**config.mk**
```make
export PLATFORM = sky130hd
export DESIGN_NAME = sadt_fin
export DESIGN_NICKNAME = d
export VERILOG_FILES = /design/src/sv/sadt_pkg.sv /design/src/sv/sadt_fin.sv
export SDC_FILE = /design/constraint.sdc
export NUM_CORES = 1
export LEC_CHECK = 0
export BUFFER_PORTS_ARGS = -buffer_cell sky130_fd_sc_hd__buf_4
export CORE_UTILIZATION = 52
export DETAILED_ROUTE_END_ITERATION = 10
export GPL_TIMING_DRIVEN = 1
export PLACE_DENSITY = 0.91
export SYNTH_ARGS = -nofsm -noshare
export SYNTH_HDL_FRONTEND = slang
export SYNTH_SLANG_ARGS = --single-unit
```
**constraint.sdc**
```tcl
create_clock -name i_clk -period 9.5 [get_ports i_clk]
set_input_delay 0.475 -clock i_clk [delete_from_list [all_inputs] [get_ports i_clk]]
set_output_delay 0.475 -clock i_clk [all_outputs]
set_load 0.03 [all_outputs]
```
**src/sv/sadt_pkg.sv**
```systemverilog
// ------------------------------------------------------------------------------------------
// sadt_pkg
// Shared codes, defaults and the control word carried down the divider chain.
// ------------------------------------------------------------------------------------------
package sadt_pkg;

    localparam int DEF_ADDR_BITS = 32;
    localparam int DEF_SIZE_BITS = 8;

    localparam logic [1:0] KIND_NONE = 2'd0;
    localparam logic [1:0] KIND_RAW  = 2'd1;
    localparam logic [1:0] KIND_WAR  = 2'd2;
    localparam logic [1:0] KIND_WAW  = 2'd3;

    localparam logic [1:0] DIR_ANY = 2'd0;
    localparam logic [1:0] DIR_EQ  = 2'd1;
    localparam logic [1:0] DIR_FWD = 2'd2;
    localparam logic [1:0] DIR_BWD = 2'd3;

    // result class decided before the divide
    localparam logic [1:0] CLS_NONE = 2'd0;
    localparam logic [1:0] CLS_UNK  = 2'd1;
    localparam logic [1:0] CLS_DIV  = 2'd2;

    typedef struct packed {
        logic [1:0] kind;
        logic [1:0] cls;
        logic       q_neg;
        logic       d_neg;
    } t_ctl;

endpackage

```
**src/sv/sadt_fin.sv**
```systemverilog
// ------------------------------------------------------------------------------------------
// sadt_fin
// Output register: signed distance and direction for an exact quotient, otherwise the
// gap test within one stride period, folded into the result item.
// ------------------------------------------------------------------------------------------
module sadt_fin import sadt_pkg::*; #(
    parameter int ADDR_BITS = DEF_ADDR_BITS,
    parameter int SIZE_BITS = DEF_SIZE_BITS
) (
    input  logic                 i_clk,
    input  logic                 i_rst_n,
    input  logic                 i_vld,
    output logic                 o_rdy,
    input  t_ctl                 i_ctl,
    input  logic [SIZE_BITS-1:0] i_z1,
    input  logic [SIZE_BITS-1:0] i_z2,
    input  logic [ADDR_BITS-1:0] i_div,
    input  logic [ADDR_BITS-1:0] i_rem,
    input  logic [ADDR_BITS-1:0] i_dq,
    output logic                 o_vld,
    input  logic                 i_rdy,
    output logic [1:0]           o_dep_kind,
    output logic [1:0]           o_direction,
    output logic                 o_loop_carried,
    output logic                 o_dist_exact,
    output logic [ADDR_BITS:0]   o_distance
);

    localparam int CW = ((ADDR_BITS > SIZE_BITS) ? ADDR_BITS : SIZE_BITS) + 1;

    logic               r_vld;
    logic [1:0]         r_kind;
    logic [1:0]         r_dir;
    logic               r_carried;
    logic               r_hasd;
    logic [ADDR_BITS:0] r_dist;

    logic [1:0]         n_kind;
    logic [1:0]         n_dir;
    logic               n_carried;
    logic               n_hasd;
    logic [ADDR_BITS:0] n_dist;

    logic [CW-1:0]      w_rem;
    logic [CW-1:0]      w_per;
    logic [CW-1:0]      w_z1;
    logic [CW-1:0]      w_z2;
    logic               w_fit;
    logic [ADDR_BITS:0] w_q;
    logic               w_rdy;

    assign w_rdy = !r_vld || i_rdy;
    assign o_rdy = w_rdy;

    assign w_rem = {{(CW-ADDR_BITS){1'b0}}, i_rem};
    assign w_per = {{(CW-ADDR_BITS){1'b0}}, i_div};
    assign w_z1  = {{(CW-SIZE_BITS){1'b0}}, i_z1};
    assign w_z2  = {{(CW-SIZE_BITS){1'b0}}, i_z2};
    assign w_q   = {1'b0, i_dq};

    // negative difference: true residue is period minus remainder magnitude
    always_comb begin
        if (i_ctl.d_neg) begin
            w_fit = (w_z2 <= w_rem) && ((w_rem + w_z1) <= w_per);
        end else begin
            w_fit = (w_rem >= w_z1) && ((w_rem + w_z2) <= w_per);
        end
        w_fit = w_fit && (i_z1 != '0) && (i_z2 != '0);
    end

    always_comb begin
        n_kind    = i_ctl.kind;
        n_dir     = DIR_ANY;
        n_carried = 1'b1;
        n_hasd    = 1'b0;
        n_dist    = '0;
        case (i_ctl.cls)
            CLS_NONE: begin
                n_kind    = KIND_NONE;
                n_carried = 1'b0;
            end
            CLS_DIV: begin
                if (i_rem == '0) begin
                    n_hasd    = 1'b1;
                    n_dist    = i_ctl.q_neg ? ('0 - w_q) : w_q;
                    n_carried = (i_dq != '0);
                    if (i_dq == '0) begin
                        n_dir = DIR_EQ;
                    end else if (i_ctl.q_neg) begin
                        n_dir = DIR_BWD;
                    end else begin
                        n_dir = DIR_FWD;
                    end
                end else if (w_fit) begin
                    n_kind    = KIND_NONE;
                    n_carried = 1'b0;
                end
            end
            default: begin
                n_carried = 1'b1;
            end
        endcase
    end

    always_ff @(posedge i_clk) begin
        if (!i_rst_n) begin
            r_vld <= 1'b0;
        end else if (w_rdy) begin
            r_vld <= i_vld;
        end
    end

    always_ff @(posedge i_clk) begin
        if (w_rdy && i_vld) begin
            r_kind    <= n_kind;
            r_dir     <= n_dir;
            r_carried <= n_carried;
            r_hasd    <= n_hasd;
            r_dist    <= n_dist;
        end
    end

    assign o_vld          = r_vld;
    assign o_dep_kind     = r_kind;
    assign o_direction    = r_dir;
    assign o_loop_carried = r_carried;
    assign o_dist_exact   = r_hasd;
    assign o_distance     = r_dist;

endmodule

```
Word-level counts from Yosys, hierarchy flattened
Index checks and enable logic that the tools add are counted.
{"block": "totals", "register_bits": 40, "inputBits": 122, "output_inout_bits": 41, "elab_cells": 45}
{"block": "classes", "addsub": 3, "order_cmp": 4, "n_eq_ne": 1, "muxes": 11, "bitwise_logic": 2, "n_reduce_logical": 16}
{"operator": "adder 32 x 8 -> 33 bit", "n": 2}
{"operator": "<= comparator 33 x 32 -> 1 bit", "n": 2}
{"operator": "zero test 32 bit", "n": 2}
{"operator": "subtractor 1 x 32 -> 33 bit, first input constant", "n": 1}
{"operator": "greater-or-equal comparator 32 x 8 -> 1 bit", "n": 1}
{"operator": "<= comparator 8 x 32 -> 1 bit", "n": 1}
{"operator": "2-to-1 mux 32 bit", "n": 1}
{"operator": "nonzero test 32 bit", "n": 1}
{"operator": "nonzero test 8 bit", "n": 2}
{"operator": "2-to-1 mux 1 bit", "n": 6}
{"operator": "logical AND 1 bit", "n": 5}
{"operator": "2-to-1 mux 2 bit", "n": 2}
{"operator": "one-hot mux 2 bit (2 select lines)", "n": 1}
{"operator": "AND reduction 3 bit", "n": 1}
{"operator": "OR reduction 3 bit", "n": 1}
{"operator": "equality test 2 bit, second input constant", "n": 1}
{"operator": "zero test 2 bit", "n": 1}
{"operator": "inverter 1 bit", "n": 2}
{"operator": "one-hot mux 1 bit (2 select lines)", "n": 1}
{"operator": "AND reduction 2 bit", "n": 1}
{"operator": "zero test 1 bit", "n": 1}
{"operator": "logical OR 1 bit", "n": 1}

Longest topological paths before layout
Gate-level depths: netlist (run 1).
{"block": "depth", "depth_word": 9, "ltp_mapped": 18, "ltp_nobuf": 18}

Worst setup path before layout (run 1)
No wires, ideal clock.
{"block": "synth_timing", "kind": "input-to-reg", "startpoint": "input port i_z2[0]", "endpoint": "register r_kind[0] (netlist: o_dep_kind[0]) (data pin)", "setup_ns": 0.268, "t_arrival_ns": 3.813, "t_required_ns": 9.232, "path_slack_ns": 5.419, "path_stages": 17, "path_buffers": 0, "cell_sequence": "ha_1 -> inv_1 -> fa_1 -> o21bai_1 -> a211oi_1 -> nor3_1 -> o41a_1 -> nand3_1 -> nor2_1 -> xor2_1 -> ha_1 -> nand4_1 -> nor4_1 -> nand4_1 -> a221o_1 -> nor3_1 -> nor3b_1"}
{"block": "synth_between", "elab_chain_cells": 9, "elab_cells_between_ends": 12, "classes_between": "1 x add/sub; 2 x order compare; 4 x mux; 5 x reduce/logical"}
{"element": "start, declared", "line_no": "sadt_fin.sv:16", "rtl": "input logic [SIZE_BITS-1:0] i_z2,"}
{"element": "adder 32 x 8 -> 33 bit", "line_no": "sadt_fin.sv:66", "rtl": "w_fit = (w_rem >= w_z1) && ((w_rem + w_z2) <= w_per);"}
{"element": "<= comparator 33 x 32 -> 1 bit", "line_no": "sadt_fin.sv:66"}
{"element": "logical AND 1 bit", "line_no": "sadt_fin.sv:66"}
{"element": "2-to-1 mux 1 bit", "line_no": "sadt_fin.sv:63", "rtl": "if (i_ctl.d_neg) begin"}
{"element": "logical AND 1 bit", "line_no": "sadt_fin.sv:68", "rtl": "w_fit = w_fit && (i_z1 != '0) && (i_z2 != '0);"}
{"element": "logical AND 1 bit *", "line_no": "sadt_fin.sv:68"}
{"element": "2-to-1 mux 2 bit *", "line_no": "sadt_fin.sv:94", "rtl": "end else if (w_fit) begin"}
{"element": "2-to-1 mux 2 bit *", "line_no": "sadt_fin.sv:83", "rtl": "if (i_rem == '0) begin"}
{"element": "one-hot mux 2 bit (2 select lines) *", "line_no": "sadt_fin.sv:77", "rtl": "case (i_ctl.cls)"}
{"element": "net n_kind[0]", "line_no": "sadt_fin.sv:38", "rtl": "logic [1:0] n_kind;"}
{"element": "end signal, assigned", "line_no": "sadt_fin.sv:115", "rtl": "r_kind <= n_kind;"}
{"element": "end, declared", "line_no": "sadt_fin.sv:32", "rtl": "logic [1:0] r_kind;"}
Mark *: on every way through the listed nets, which the timed path passes. The rest lies on a longest branch.
A chain may end at the register's enable or synchronous reset.

Worst setup path after layout (run 1)
{"block": "layout_timing", "startpoint": "input port i_rem[0]", "endpoint": "register r_carried (netlist: o_loop_carried) (data pin)"}
{"block": "layout_between", "elab_chain_cells": 9, "elab_cells_between_ends": 15, "classes_between": "2 x add/sub; 4 x order compare; 4 x mux; 5 x reduce/logical"}
{"element": "start, declared", "line_no": "sadt_fin.sv:18", "rtl": "input logic [ADDR_BITS-1:0] i_rem,"}
{"element": "adder 32 x 8 -> 33 bit (on tied branches)", "line_no": "sadt_fin.sv:66, sadt_fin.sv:64"}
{"element": "<= comparator 33 x 32 -> 1 bit (on tied branches)", "line_no": "sadt_fin.sv:66, sadt_fin.sv:64"}
{"element": "logical AND 1 bit (on tied branches)", "line_no": "sadt_fin.sv:66, sadt_fin.sv:64"}
{"element": "2-to-1 mux 1 bit", "line_no": "sadt_fin.sv:63"}
{"element": "logical AND 1 bit (2 in series)", "line_no": "sadt_fin.sv:68"}
{"element": "2-to-1 mux 1 bit", "line_no": "sadt_fin.sv:94"}
{"element": "2-to-1 mux 1 bit *", "line_no": "sadt_fin.sv:83"}
{"element": "one-hot mux 1 bit (2 select lines) *", "line_no": "sadt_fin.sv:77"}
{"element": "net n_carried", "line_no": "sadt_fin.sv:40", "rtl": "logic n_carried;"}
{"element": "end signal, assigned", "line_no": "sadt_fin.sv:117", "rtl": "r_carried <= n_carried;"}
{"element": "end, declared", "line_no": "sadt_fin.sv:34", "rtl": "logic r_carried;"}
Marks and branches as above.

==> results of run 1 <==
[cells by family after synthesis]
kind of cell	share of synthesized area [%]
and+or+nand+nor	22.4
AOI/OAI and AO/OA	14.5
adders and majority gates	22.2
xor gates and xnor gates	13.8
buffers and inverters	5.79
DFF	21.1
muxes	0.177
[worst max-delay path: cells and delay by family]
kind,cells,cell delay [ns]
AOI/OAI and AO/OA,5,1.01
and+or+nand+nor,7,2.00
adders and majority gates,3,0.84
buffers and inverters,2,0.16
xor gates and xnor gates,1,0.09
[stage by stage]
| stage | instances | instance area, µm² | hold slack (ns) |
|---|---|---|---|
| floorplan | 693 | 5640 | 0.614 |
| global placement | 975 | 6980 | 0.521 |
| detailed placement | 975 | 6980 | 0.543 |
| CTS | 983 | 7090 | 0.453 |
| global route | 983 | 7090 | 0.454 |
| finish | 983 | 7090 | 0.455 |
[cells in the final DEF, fill, tap and decap left out, types with 2 or more instances in the layout]
| master | instances |
|---|---|
| a211o_1 | 3 |
| a211oi_1 | 8 |
| a21boi_0 | 2 |
| a21o_1 | 12 |
| a21oi_1 | 36 |
| a221o_1 | 3 |
| a31oi_1 | 2 |
| and3_1 | 4 |
| and4_1 | 3 |
| buf_4 | 164 |
| clkbuf_8 | 5 |
| edfxtp_1 | 39 |
| fa_1 | 2 |
| ha_1 | 97 |
| inv_1 | 69 |
| nand2_1 | 44 |
| nand2b_1 | 3 |
| nand3_1 | 26 |
| nand3b_1 | 2 |
| nand4_1 | 26 |
| nor2_1 | 84 |
| nor2b_1 | 7 |
| nor3_1 | 12 |
| nor3b_1 | 3 |
| nor4_1 | 21 |
| o211ai_1 | 3 |
| o21ai_0 | 26 |
| o21bai_1 | 6 |
| o221ai_1 | 2 |
| o31ai_1 | 8 |
| o41ai_1 | 4 |
| or3_1 | 6 |
| or4_1 | 4 |
| or4_4 | 2 |
| xnor2_1 | 28 |
| xor2_1 | 61 |
[state kept, by name, indices dropped and copies added (netlist names)]
register,cells
o_dep_kind,2
o_distance,33
o_vld,1
o_dist_exact,1
o_loop_carried,1
o_direction,2
[path summary, 6_finish.rpt]
check	start	endpoint	depth (start not counted)
min reg2reg	o_vld	o_vld	2
max reg2reg	o_vld	o_distance[14]	2
max	i_rem[0]	o_loop_carried	18
min	i_rst_n	o_vld	2
[where the power goes]
part | internal, mW | switching, mW | leakage (nW) | total (mW)
sequential | 0.203 | 0.00240 | 0.394 | 0.205
combinational | 0.124 | 0.159 | 2.88 | 0.283
clock | 0.0777 | 0.0609 | 0.0541 | 0.139
total | 0.404 | 0.222 | 3.33 | 0.626
[layout make-up]
type                       count  area (µm²)  share of cell area, %
clock buffer                   5        68.8                  0.971
clock inverter                 3        42.5                  0.600
inverter                      69         259                   3.65
multi-input combinational    566        4130                   58.2
sequential                    40        1190                   16.8
tap                          136         170                   2.40
timing repair buffer         164        1230                   17.4
[metal layers]
layer | vias up | global-route usage, % | share of wire [%]
li1 | 2783 | - | -
met1 | 2584 | 35.4 | 42
met2 | 238 | 47.5 | 48
met3 | 40 | 4.17 | 7.6
met4 | 0 | 8.33 | 2.8
met5 | - | 0 | 0
==> results by group, run 1 <==
Yosys
  • Mean Syn Cell Area: 8.14 µm²
  • Most common cell in the netlist: ha_1
  • EDFF count, synth: 39
  • Seq cells post-synth: 40
  • Syn_nets: between 900 and 1000
  • Mapped Area: around 5600 µm²
  • Yosys warning count: 0
  • Synth top area cells: ha_1, edfxtp_1, xor2_1
  • Top-area cell type share of the netlist area: between 20% and 30%
  • Synth cell count leaders: ha_1, nor2_1, inv_1
  • Synth Instances: 693
  • Yosys top cell by area: ha_1
  • Post-synth cell types: 52
  • Async SR Flop Fraction: 0%
  • Predominant post-synthesis flop cell: edfxtp_1
  • Seq/Total Area, Yosys: between 20% and 30%

Clock network
  • TritonCTS clock tree: built
  • Post-CTS Setup Inserts: 0
  • Resized Gates After CTS: 0
  • Clock transition at path regs: roughly 0.08 ns
  • Number of CTS-inserted buffers: 5
  • H-tree lvl count: 2
  • Root buffer cell: clkbuf_8
  • Cts-stage hold buffer count: 0
  • Max clock buf depth: 2
  • Clock latency on the worst-skew pair: around 0.30 ns
  • # clock sinks: 40

Timing
  • Worst Tran Pin Value: around 0.89 ns
  • Final cycle utilization of the critical path: a little under half
  • Setup TNS: 0 ns
  • Final setup fails: 0
  • Min Clock Period, post-route: ~4.6 ns
  • RSZ-0062 raised after global routing: false
  • Setup ws final: 4.94 ns
  • Fmax: 219 MHz
  • Max Slew Vio Count: 0
  • Relative slew slack: between 40% and 50%
  • Final count of hold timing violations: 0
  • Skew final: 0.0105 ns

Layout
  • # nets final: around 1100
  • Area delta synth->final: 25.6%
  • Antenna Cells: 0
  • Util after Layout: between 60% and 70%
  • # fillers: between 800 and 900
  • Share of layout cells above drive strength 1: about 21%

Die
  • DIE AREA: 11300 µm²
  • Core Area: between 10000 and 15000 µm²
  • Top Ports: around 160
  • Die extent in x: roughly 110 µm
  • Starting Density: ~54%
  • Row cnt: 37
  • Die height: between 100 and 150 µm

Global routing
  • Initial antenna violation count: 0
  • First-pass GRT wire length: about 25 mm
  • Largest net degree at the start of global routing: 40
  • Total global-route track usage: around 28%
  • Vias in the first global route: 5381
  • GRT overflow: 0

Drt
  • Routed Antenna Nets: 0
  • DRC Markers: 0
  • First-pass iteration count of the detailed router: 5
  • Wire per inst: around 16 µm
  • Via count: about 5600
  • Routed WL: 15.4 mm
  • Vias per Instance: 5.74
  • DRT iter0 DRCs: 381

Critical path
  • Crit-path cells: buf_4 -> ha_1 -> inv_1 -> fa_1 -> o21bai_1 -> a211oi_1 -> nor3_1 -> o41a_1 -> nand3_1 -> nor2_1 -> xor2_1 -> ha_1 -> nand4_1 -> nor4_1 -> nand4_1 -> a221o_1 -> nor3_1 -> a211oi_1
  • R2r setup slk: about 8.0 ns
  • Slowest stage delay, CP: approximately 0.58 ns
  • CP Capture Type: register
  • Critical path's slowest cell: nor4_1
  • Arrival time worst endpoint: approximately 4.6 ns
  • Critical path class: in -> reg
  • Crit path required time: between 9 and 10 ns
  • Crit start category: input port
  • Crit Path Max Fanout: 7

Power
  • Pwr Density: 88.4 nW/µm²
  • Final Power: 0.626 mW
  • Leak Pwr: about 3.3 nW
  • Max VDD drop: slightly below 0.07 mV

Status
  • Status: finished, final reports clean

Placed design
  • Gp weighted congestion: between 0.9 and 1
  • HPWL after DPL: about 13 mm
  • Port bufs: about 160
  • Place WS: 4.69 ns

Flow run
  • Max-Cap Viols: 0

Hold path
  • Worst Hold Class: in -> reg
(Power assumes the default switching activity.)
==> run 2: changes to the inputs <==
--- a/config.mk
+++ b/config.mk
@@ -6,10 +6,10 @@
 export NUM_CORES = 1
 export LEC_CHECK = 0
 export BUFFER_PORTS_ARGS = -buffer_cell sky130_fd_sc_hd__buf_4
-export CORE_UTILIZATION = 52
+export CORE_UTILIZATION = 49
 export DETAILED_ROUTE_END_ITERATION = 10
 export GPL_TIMING_DRIVEN = 1
-export PLACE_DENSITY = 0.91
+export PLACE_DENSITY = 0.9
 export SYNTH_ARGS = -nofsm -noshare
 export SYNTH_HDL_FRONTEND = slang
 export SYNTH_SLANG_ARGS = --single-unit
==> constraint.sdc (replaced) <==
create_clock -name i_clk -period 3.7 [get_ports i_clk]
set_input_delay 0.185 -clock i_clk [delete_from_list [all_inputs] [get_ports i_clk]]
set_output_delay 0.185 -clock i_clk [all_outputs]
set_load 0.03 [all_outputs]
==> run 2 against run 1 <==
  * The flow now finishes with violations (setup timing)
  * Flip-flop and latch count did not move
  * Setup slack worse by 5.0 ns
  * Sequential share of layout area decreased by 1.9 points
  * First-iteration DRC count grew 43%
  * Via count rose by 12%
==> results by group, run 2 (synthesis gave the netlist of run 1 again) <==
Power
  • Max VDD drop: 0.354 mV (+420%)
  • Sequential Power Share: 27.8% (-4.9 points)
  • Combinational share of power: 46.4% (+1.3 points)
  • Pwr Density: 238 nW/µm² (+170%)
  • Clock power share: 25.7% (+3.6 points)
  • Psw: 0.655 mW (+200%)
  • Int Pwr: 1.24 mW (+210%)
  • Sw frac: 34.5% (-0.94 points)
  • Leak Pwr: 3.81 nW (+14%)

Critical path
  • Arrival time worst endpoint: 3.74 ns (-0.85 ns)
  • Critical Path Most Common Cell: nor3_2
  • Crit start category: input port
  • Slowest stage delay, CP: 0.41 ns (-0.17 ns)
  • R2r setup slk: 2.31 ns (-5.65 ns)
  • Crit Path Max Fanout: 6 (-1)
  • WP buf/inv: 4 (+2)
  • Critical path's slowest cell: fa_2
  • Crit path required time: 3.71 ns (-5.82 ns)
  • Family with the most delay on the worst path: compound AO/OA/AOI/OAI gates
  • CP Capture Type: register
  • R2R Path End: o_dep_kind[1]
  • CP startpoint: i_rem[0]
  • Critical path class: in -> reg
  • Worst reg2reg path startpoint: o_vld
  • CP Depth: 21 (+3)
  • Worst setup path end: o_loop_carried
  • R2R depth: 3 (+1)
  • Crit-path cells: buf_8 -> ha_4 -> inv_2 -> fa_2 -> o21bai_4 -> a211oi_2 -> nor3_2 -> o41a_1 -> nand3_4 -> nor2_4 -> xor2_1 -> ha_1 -> buf_4 -> a21oi_1 -> o21ai_1 -> a221o_1 -> nor3_2 -> a21oi_1 -> nor3_2 -> buf_4 -> a211oi_2

Layout
  • Leading cell type in the layout, fill and taps excluded: buf_4
  • Max reg flops: 33 (unchanged)
  • Design area: 7990 µm² (+13%)
  • Util after Layout: 72.5% (+4.4 points)
  • Most frequent cells in the layout: buf_4, ha_1, nor2_1
  • Antenna Cells: 0 (unchanged)
  • Finished Layout Cells: 1071 (+9.0%)
  • Area delta synth->final: 41.7%
  • Share of layout cells above drive strength 1: 32.0% (+11 points)
  • # nets final: 1151 (+7.9%)

Global routing
  • Largest net degree at the start of global routing: 40 (unchanged)
  • Vias in the first global route: 5944 (+10%)
  • First-pass GRT wire length: 27.9 mm (+12%)
  • GRT overflow: 0 (unchanged)
  • Initial antenna violation count: 0 (unchanged)
  • Total global-route track usage: 29.8% (+2.2 points)

Timing
  • Fmax: between 200 and 300 MHz
  • Worst Tran Pin Value: 0.686 ns (-0.207 ns)
  • Max Slew Vio Count: 0 (unchanged)
  • Final setup fails: 3 (+3)
  • RSZ-0062 raised after global routing: true
  • Relative slew slack: 53.8% (+13 points)
  • Final count of hold timing violations: 0 (unchanged)
  • Final cycle utilization of the critical path: 101%
  • Min Clock Period, post-route: approximately 3.7 ns
  • Skew final: 0.00431 ns (-0.00621 ns)
  • Setup ws final: -0.0278 ns (-4.97 ns)

Hold path
  • Worst Hold Class: in -> reg

Placed design
  • Post-place instance area: 7560 µm² (+8.4%)
  • Placed Instances: 1056 (+8.3%)
  • Place WS: -0.477 ns (-5.17 ns)
  • Gp weighted congestion: 0.998 (+8.7%)
  • Port bufs: 162 (unchanged)
  • HPWL after DPL: 14.7 mm (+16%)

Status
  • Failing checks: setup timing
  • Status: complete, but fails checks

Die
  • Core Area: 11000 µm² (+5.9%)
  • Die height: 109 µm (+3.0%)
  • Row cnt: 38 (+2.7%)
  • Die extent in x: 109 µm (+3.0%)
  • DIE AREA: 11900 µm² (+6.0%)
  • Top Ports: 163 (unchanged)
  • Starting Density: 51.1% (-3.0 points)

Drt
  • First-pass iteration count of the detailed router: 5 (unchanged)
  • Vias per Instance: 5.89 (+2.5%)
  • Via count: 6303 (+12%)
  • Routed WL: 19.1 mm (+24%)
  • Routed Antenna Nets: 0 (unchanged)
  • DRC Markers: 0 (unchanged)
  • DRT iter0 DRCs: 543 (+43%)
  • Wire per inst: 17.8 µm (+14%)

Clock network
  • H-tree lvl count: 2 (unchanged)
  • Number of CTS-inserted buffers: 5 (unchanged)
  • Clock transition at path regs: 0.06 ns (-0.02 ns)
  • TritonCTS clock tree: built
  • Clock latency on the worst-skew pair: 0.28 ns (-0.02 ns)
  • Max clock buf depth: 2 (unchanged)
  • Cts-stage hold buffer count: 0 (unchanged)
  • Root buffer cell: clkbuf_16
  • # clock sinks: 40 (unchanged)

Flow run
  • Max-Cap Viols: 0 (unchanged)
run 2: repair_timing:
action / in CTS / in global routing
endpoints found under the setup margin: 3 / 3
buffers inserted: 1 / 6
resized for setup: 3 / 42
endpoints found under the hold margin: 0 / 0
pin swaps: 2 / 26
run 2: cell type report:
cell class	count	area, µm²
Multi-Input combinational cell	566	4320
Fill cell	817	3040
Timing Repair Buffer	248	1880
Sequential cell	40	1190
Inverter	69	259
Tap cell	140	175
Clock buffer	5	125
Clock inverter	3	42.5
run 2: metal layers:
metal  wire length (µm)  global-route usage (%)
met1               7310                    36.4
met2               9430                    52.5
met3               1580                    4.21
met4                737                    12.4
met5                  0                       0
run 2: power by group through the flow:
| stage | registers [mW] | clock network [mW] | logic [mW] |
|---|---|---|---|
| floorplan | 0.585 | 0 | 0.390 |
| global placement | 0.536 | 0 | 0.786 |
| detailed placement | 0.538 | 0 | 0.812 |
| CTS | 0.529 | 0.489 | 0.823 |
| global route | 0.531 | 0.504 | 0.955 |
| finish | 0.528 | 0.489 | 0.882 |
run 2: worst min path at each step:
stage	cells past startpoint	end	slack (ns)	from
after floorplan	2	o_vld	0.32	i_vld
after global placement	2	o_vld	0.45	i_rst_n
after detailed placement	2	o_vld	0.46	i_rst_n
after CTS	2	o_vld	0.17	i_rst_n
after global routing	2	o_vld	0.17	i_rst_n
final	2	o_vld	0.16	i_rst_n
run 2: per-stage QoR:
stage	power, mW	hold slack [ns]	setup TNS, ns
after floorplan	0.976	0.324	0
final	1.90	0.162	-0.0769
after CTS	1.84	0.165	0
after global placement	1.32	0.451	-0.919
after detailed placement	1.35	0.457	-1.41
after global routing	1.99	0.172	-0.653
==> run 3: changes to the inputs <==
--- a/config.mk
+++ b/config.mk
@@ -9,7 +9,7 @@
 export CORE_UTILIZATION = 49
 export DETAILED_ROUTE_END_ITERATION = 10
 export GPL_TIMING_DRIVEN = 1
-export PLACE_DENSITY = 0.9
+export PLACE_DENSITY = 0.81
 export SYNTH_ARGS = -nofsm -noshare
 export SYNTH_HDL_FRONTEND = slang
 export SYNTH_SLANG_ARGS = --single-unit
==> run 3 against run 2 <==
  * The flow now finishes without violations
  * Sequential power hardly changed
  * Die area stayed put
  * Global-route usage is 1.7 points lower
  * Flip-flop and latch count stayed put
==> results by group, run 3 (synthesis gave the netlist of run 1 again) <==
Drt
  • Wire per inst: 16.5 µm (-7.5%)
  • Vias per Instance: 5.71 (-2.9%)
  • DRC Markers: 0 (unchanged)
  • Routed WL: 17.4 mm (-8.8%)
  • First-pass iteration count of the detailed router: 5 (unchanged)
  • DRT iter0 DRCs: 408 (-25%)
  • Routed Antenna Nets: 0 (unchanged)
  • Via count: 6028 (-4.4%)

Layout
  • # nets final: 1135 (-1.4%)
  • Area delta synth->final: 39.3%
  • Antenna Cells: 0 (unchanged)
  • # fillers: 867 (+6.1%)
  • Most frequent cells in the layout: buf_4, ha_1, nor2_1
  • Share of layout cells above drive strength 1: 30.5% (-1.5 points)
  • Finished Layout Cells: 1055 (-1.5%)
  • Util after Layout: 71.3% (-1.2 points)
  • Leading cell type in the layout, fill and taps excluded: buf_4
  • Max reg flops: 33 (unchanged)

Clock network
  • Clock transition at path regs: 0.06 ns (about the same)
  • Root buffer cell: clkbuf_16
  • Number of CTS-inserted buffers: 5 (unchanged)
  • Clock latency on the worst-skew pair: 0.28 ns (about the same)
  • # clock sinks: 40 (unchanged)
  • Max clock buf depth: 2 (unchanged)
  • H-tree lvl count: 2 (unchanged)
  • TritonCTS clock tree: built

Hold path
  • Worst Hold Class: in -> reg

Timing
  • Max Slew Vio Count: 0 (unchanged)
  • Final setup fails: 0 (-3)
  • Final count of hold timing violations: 0 (unchanged)
  • Fmax: 274 MHz (+2.0%)
  • RSZ-0062 raised after global routing: true
  • Final cycle utilization of the critical path: 98.7% (-2.0 points)
  • Min Clock Period, post-route: 3.65 ns (-0.0747 ns)
  • Relative slew slack: 54.4% (+0.64 points)
  • Worst Tran Pin Value: 0.682 ns (-0.00423 ns)
  • Skew final: 0.00775 ns (+0.00344 ns)

Placed design
  • Gp weighted congestion: 0.963 (-3.6%)
  • HPWL after DPL: 13.9 mm (-5.7%)
  • Placed Instances: 1038 (-1.7%)
  • Port bufs: 162 (unchanged)

Global routing
  • Vias in the first global route: 5672 (-4.6%)
  • Largest net degree at the start of global routing: 40 (unchanged)
  • Initial antenna violation count: 0 (unchanged)
  • First-pass GRT wire length: 26.4 mm (-5.2%)
  • GRT overflow: 0 (unchanged)
  • Total global-route track usage: 28.1% (-1.7 points)

Die
  • Die height: 109 µm (unchanged)
  • Core Area: 11000 µm² (unchanged)
  • Starting Density: 51.1% (unchanged)
  • Die extent in x: 109 µm (unchanged)
  • Top Ports: 163 (unchanged)
  • Row cnt: 38 (unchanged)
  • DIE AREA: 11900 µm² (unchanged)

Power
  • Pwr Density: 236 nW/µm² (-0.75%)
  • Max VDD drop: 0.350 mV (-1.1%)
  • Final Power: 1.85 mW (-2.4%)
  • Leak Pwr: 3.72 nW (-2.3%)

Critical path
  • CP Capture Type: register
  • Crit start category: input port
  • Crit Path Max Fanout: 3 (-3)
  • Crit path required time: 3.71 ns (about the same)
  • Critical path class: in -> reg
  • Arrival time worst endpoint: 3.67 ns (-0.07 ns)

Flow run
  • Max-Cap Viols: 0 (unchanged)

Status
  • Status: finished, final reports clean
-- run 3: cell types whose count changed in the layout (fill, tap and decap cells not counted), moves of 2 or more --
cell and change:
buf_4 -16, a211oi_1 +2, a211oi_2 -2, nand2_2 -2
-- run 3: routing by layer --
layer / global-route usage [%] / part of all wire [%] / vias up
met5: 0 / 0 / -
met4: 7.62 / 2.4 / 0
met3: 5.33 / 9.1 / 42
met2: 47.3 / 47 / 274
met1: 36.7 / 41 / 2787
li1: - / - / 2925
-- run 3: repair_timing --
action,in CTS,in global routing
hold buffers,0,0
gates resized for setup,5,41
buffers inserted,2,7
endpoints found under the setup margin,3,3
pin swaps,5,30
-- run 3: worst max-delay path, cell delays in order --
cell and delay, ns:
buf_8 0.08, ha_4 0.12, inv_2 0.03, fa_2 0.41, o21bai_4 0.15, a211oi_2 0.10
nor3_2 0.23, o41a_1 0.27, buf_6 0.16, nand2_8 0.06, buf_4 0.16, xnor2_1 0.20
ha_1 0.28, nand4_1 0.16, nor3_1 0.07, a221o_1 0.34, nor3_2 0.17, a21oi_1 0.10
nor3_2 0.20, buf_4 0.15, a211oi_2 0.03
-- run 3: area by class of cell --
class	instances	area [µm²]	area share (%)
flip-flops and latches	40	1190	15.2
multi-input cells	566	4320	54.9
inverters	69	259	3.29
clock inverters	2	35.0	0.446
repair buffers	232	1760	22.3
clock buffers	6	129	1.64
well taps	140	175	2.23
-- run 3: where the power goes --
| group | internal [mW] | switching, mW |
|---|---|---|
| clock | 0.317 | 0.165 |
| combinational | 0.391 | 0.453 |
| sequential | 0.521 | 0.00765 |
| total | 1.23 | 0.625 |
-- run 3: worst paths after layout --
kind,from,endpoint,slack [ns],cells past startpoint
worst max-delay path,i_rem[0],o_loop_carried,0.05,21
worst min-delay path,i_vld,o_vld,0.16,3
worst max register to register,o_vld,o_distance[27],2.35,3
worst min register to register,o_vld,o_vld,0.54,2
-- run 3: through the flow --
stage | area (µm²) | hold slack (ns) | setup TNS (ns) | setup WS (ns)
floorplan | 5650 | 0.324 | 0 | 0.0227
global placement | 7430 | 0.445 | -1.01 | -0.339
detailed placement | 7430 | 0.458 | -1.20 | -0.404
CTS | 7640 | 0.162 | 0 | 0.0214
global route | 7860 | 0.166 | -0.412 | -0.139
finish | 7860 | 0.161 | 0 | 0.0469
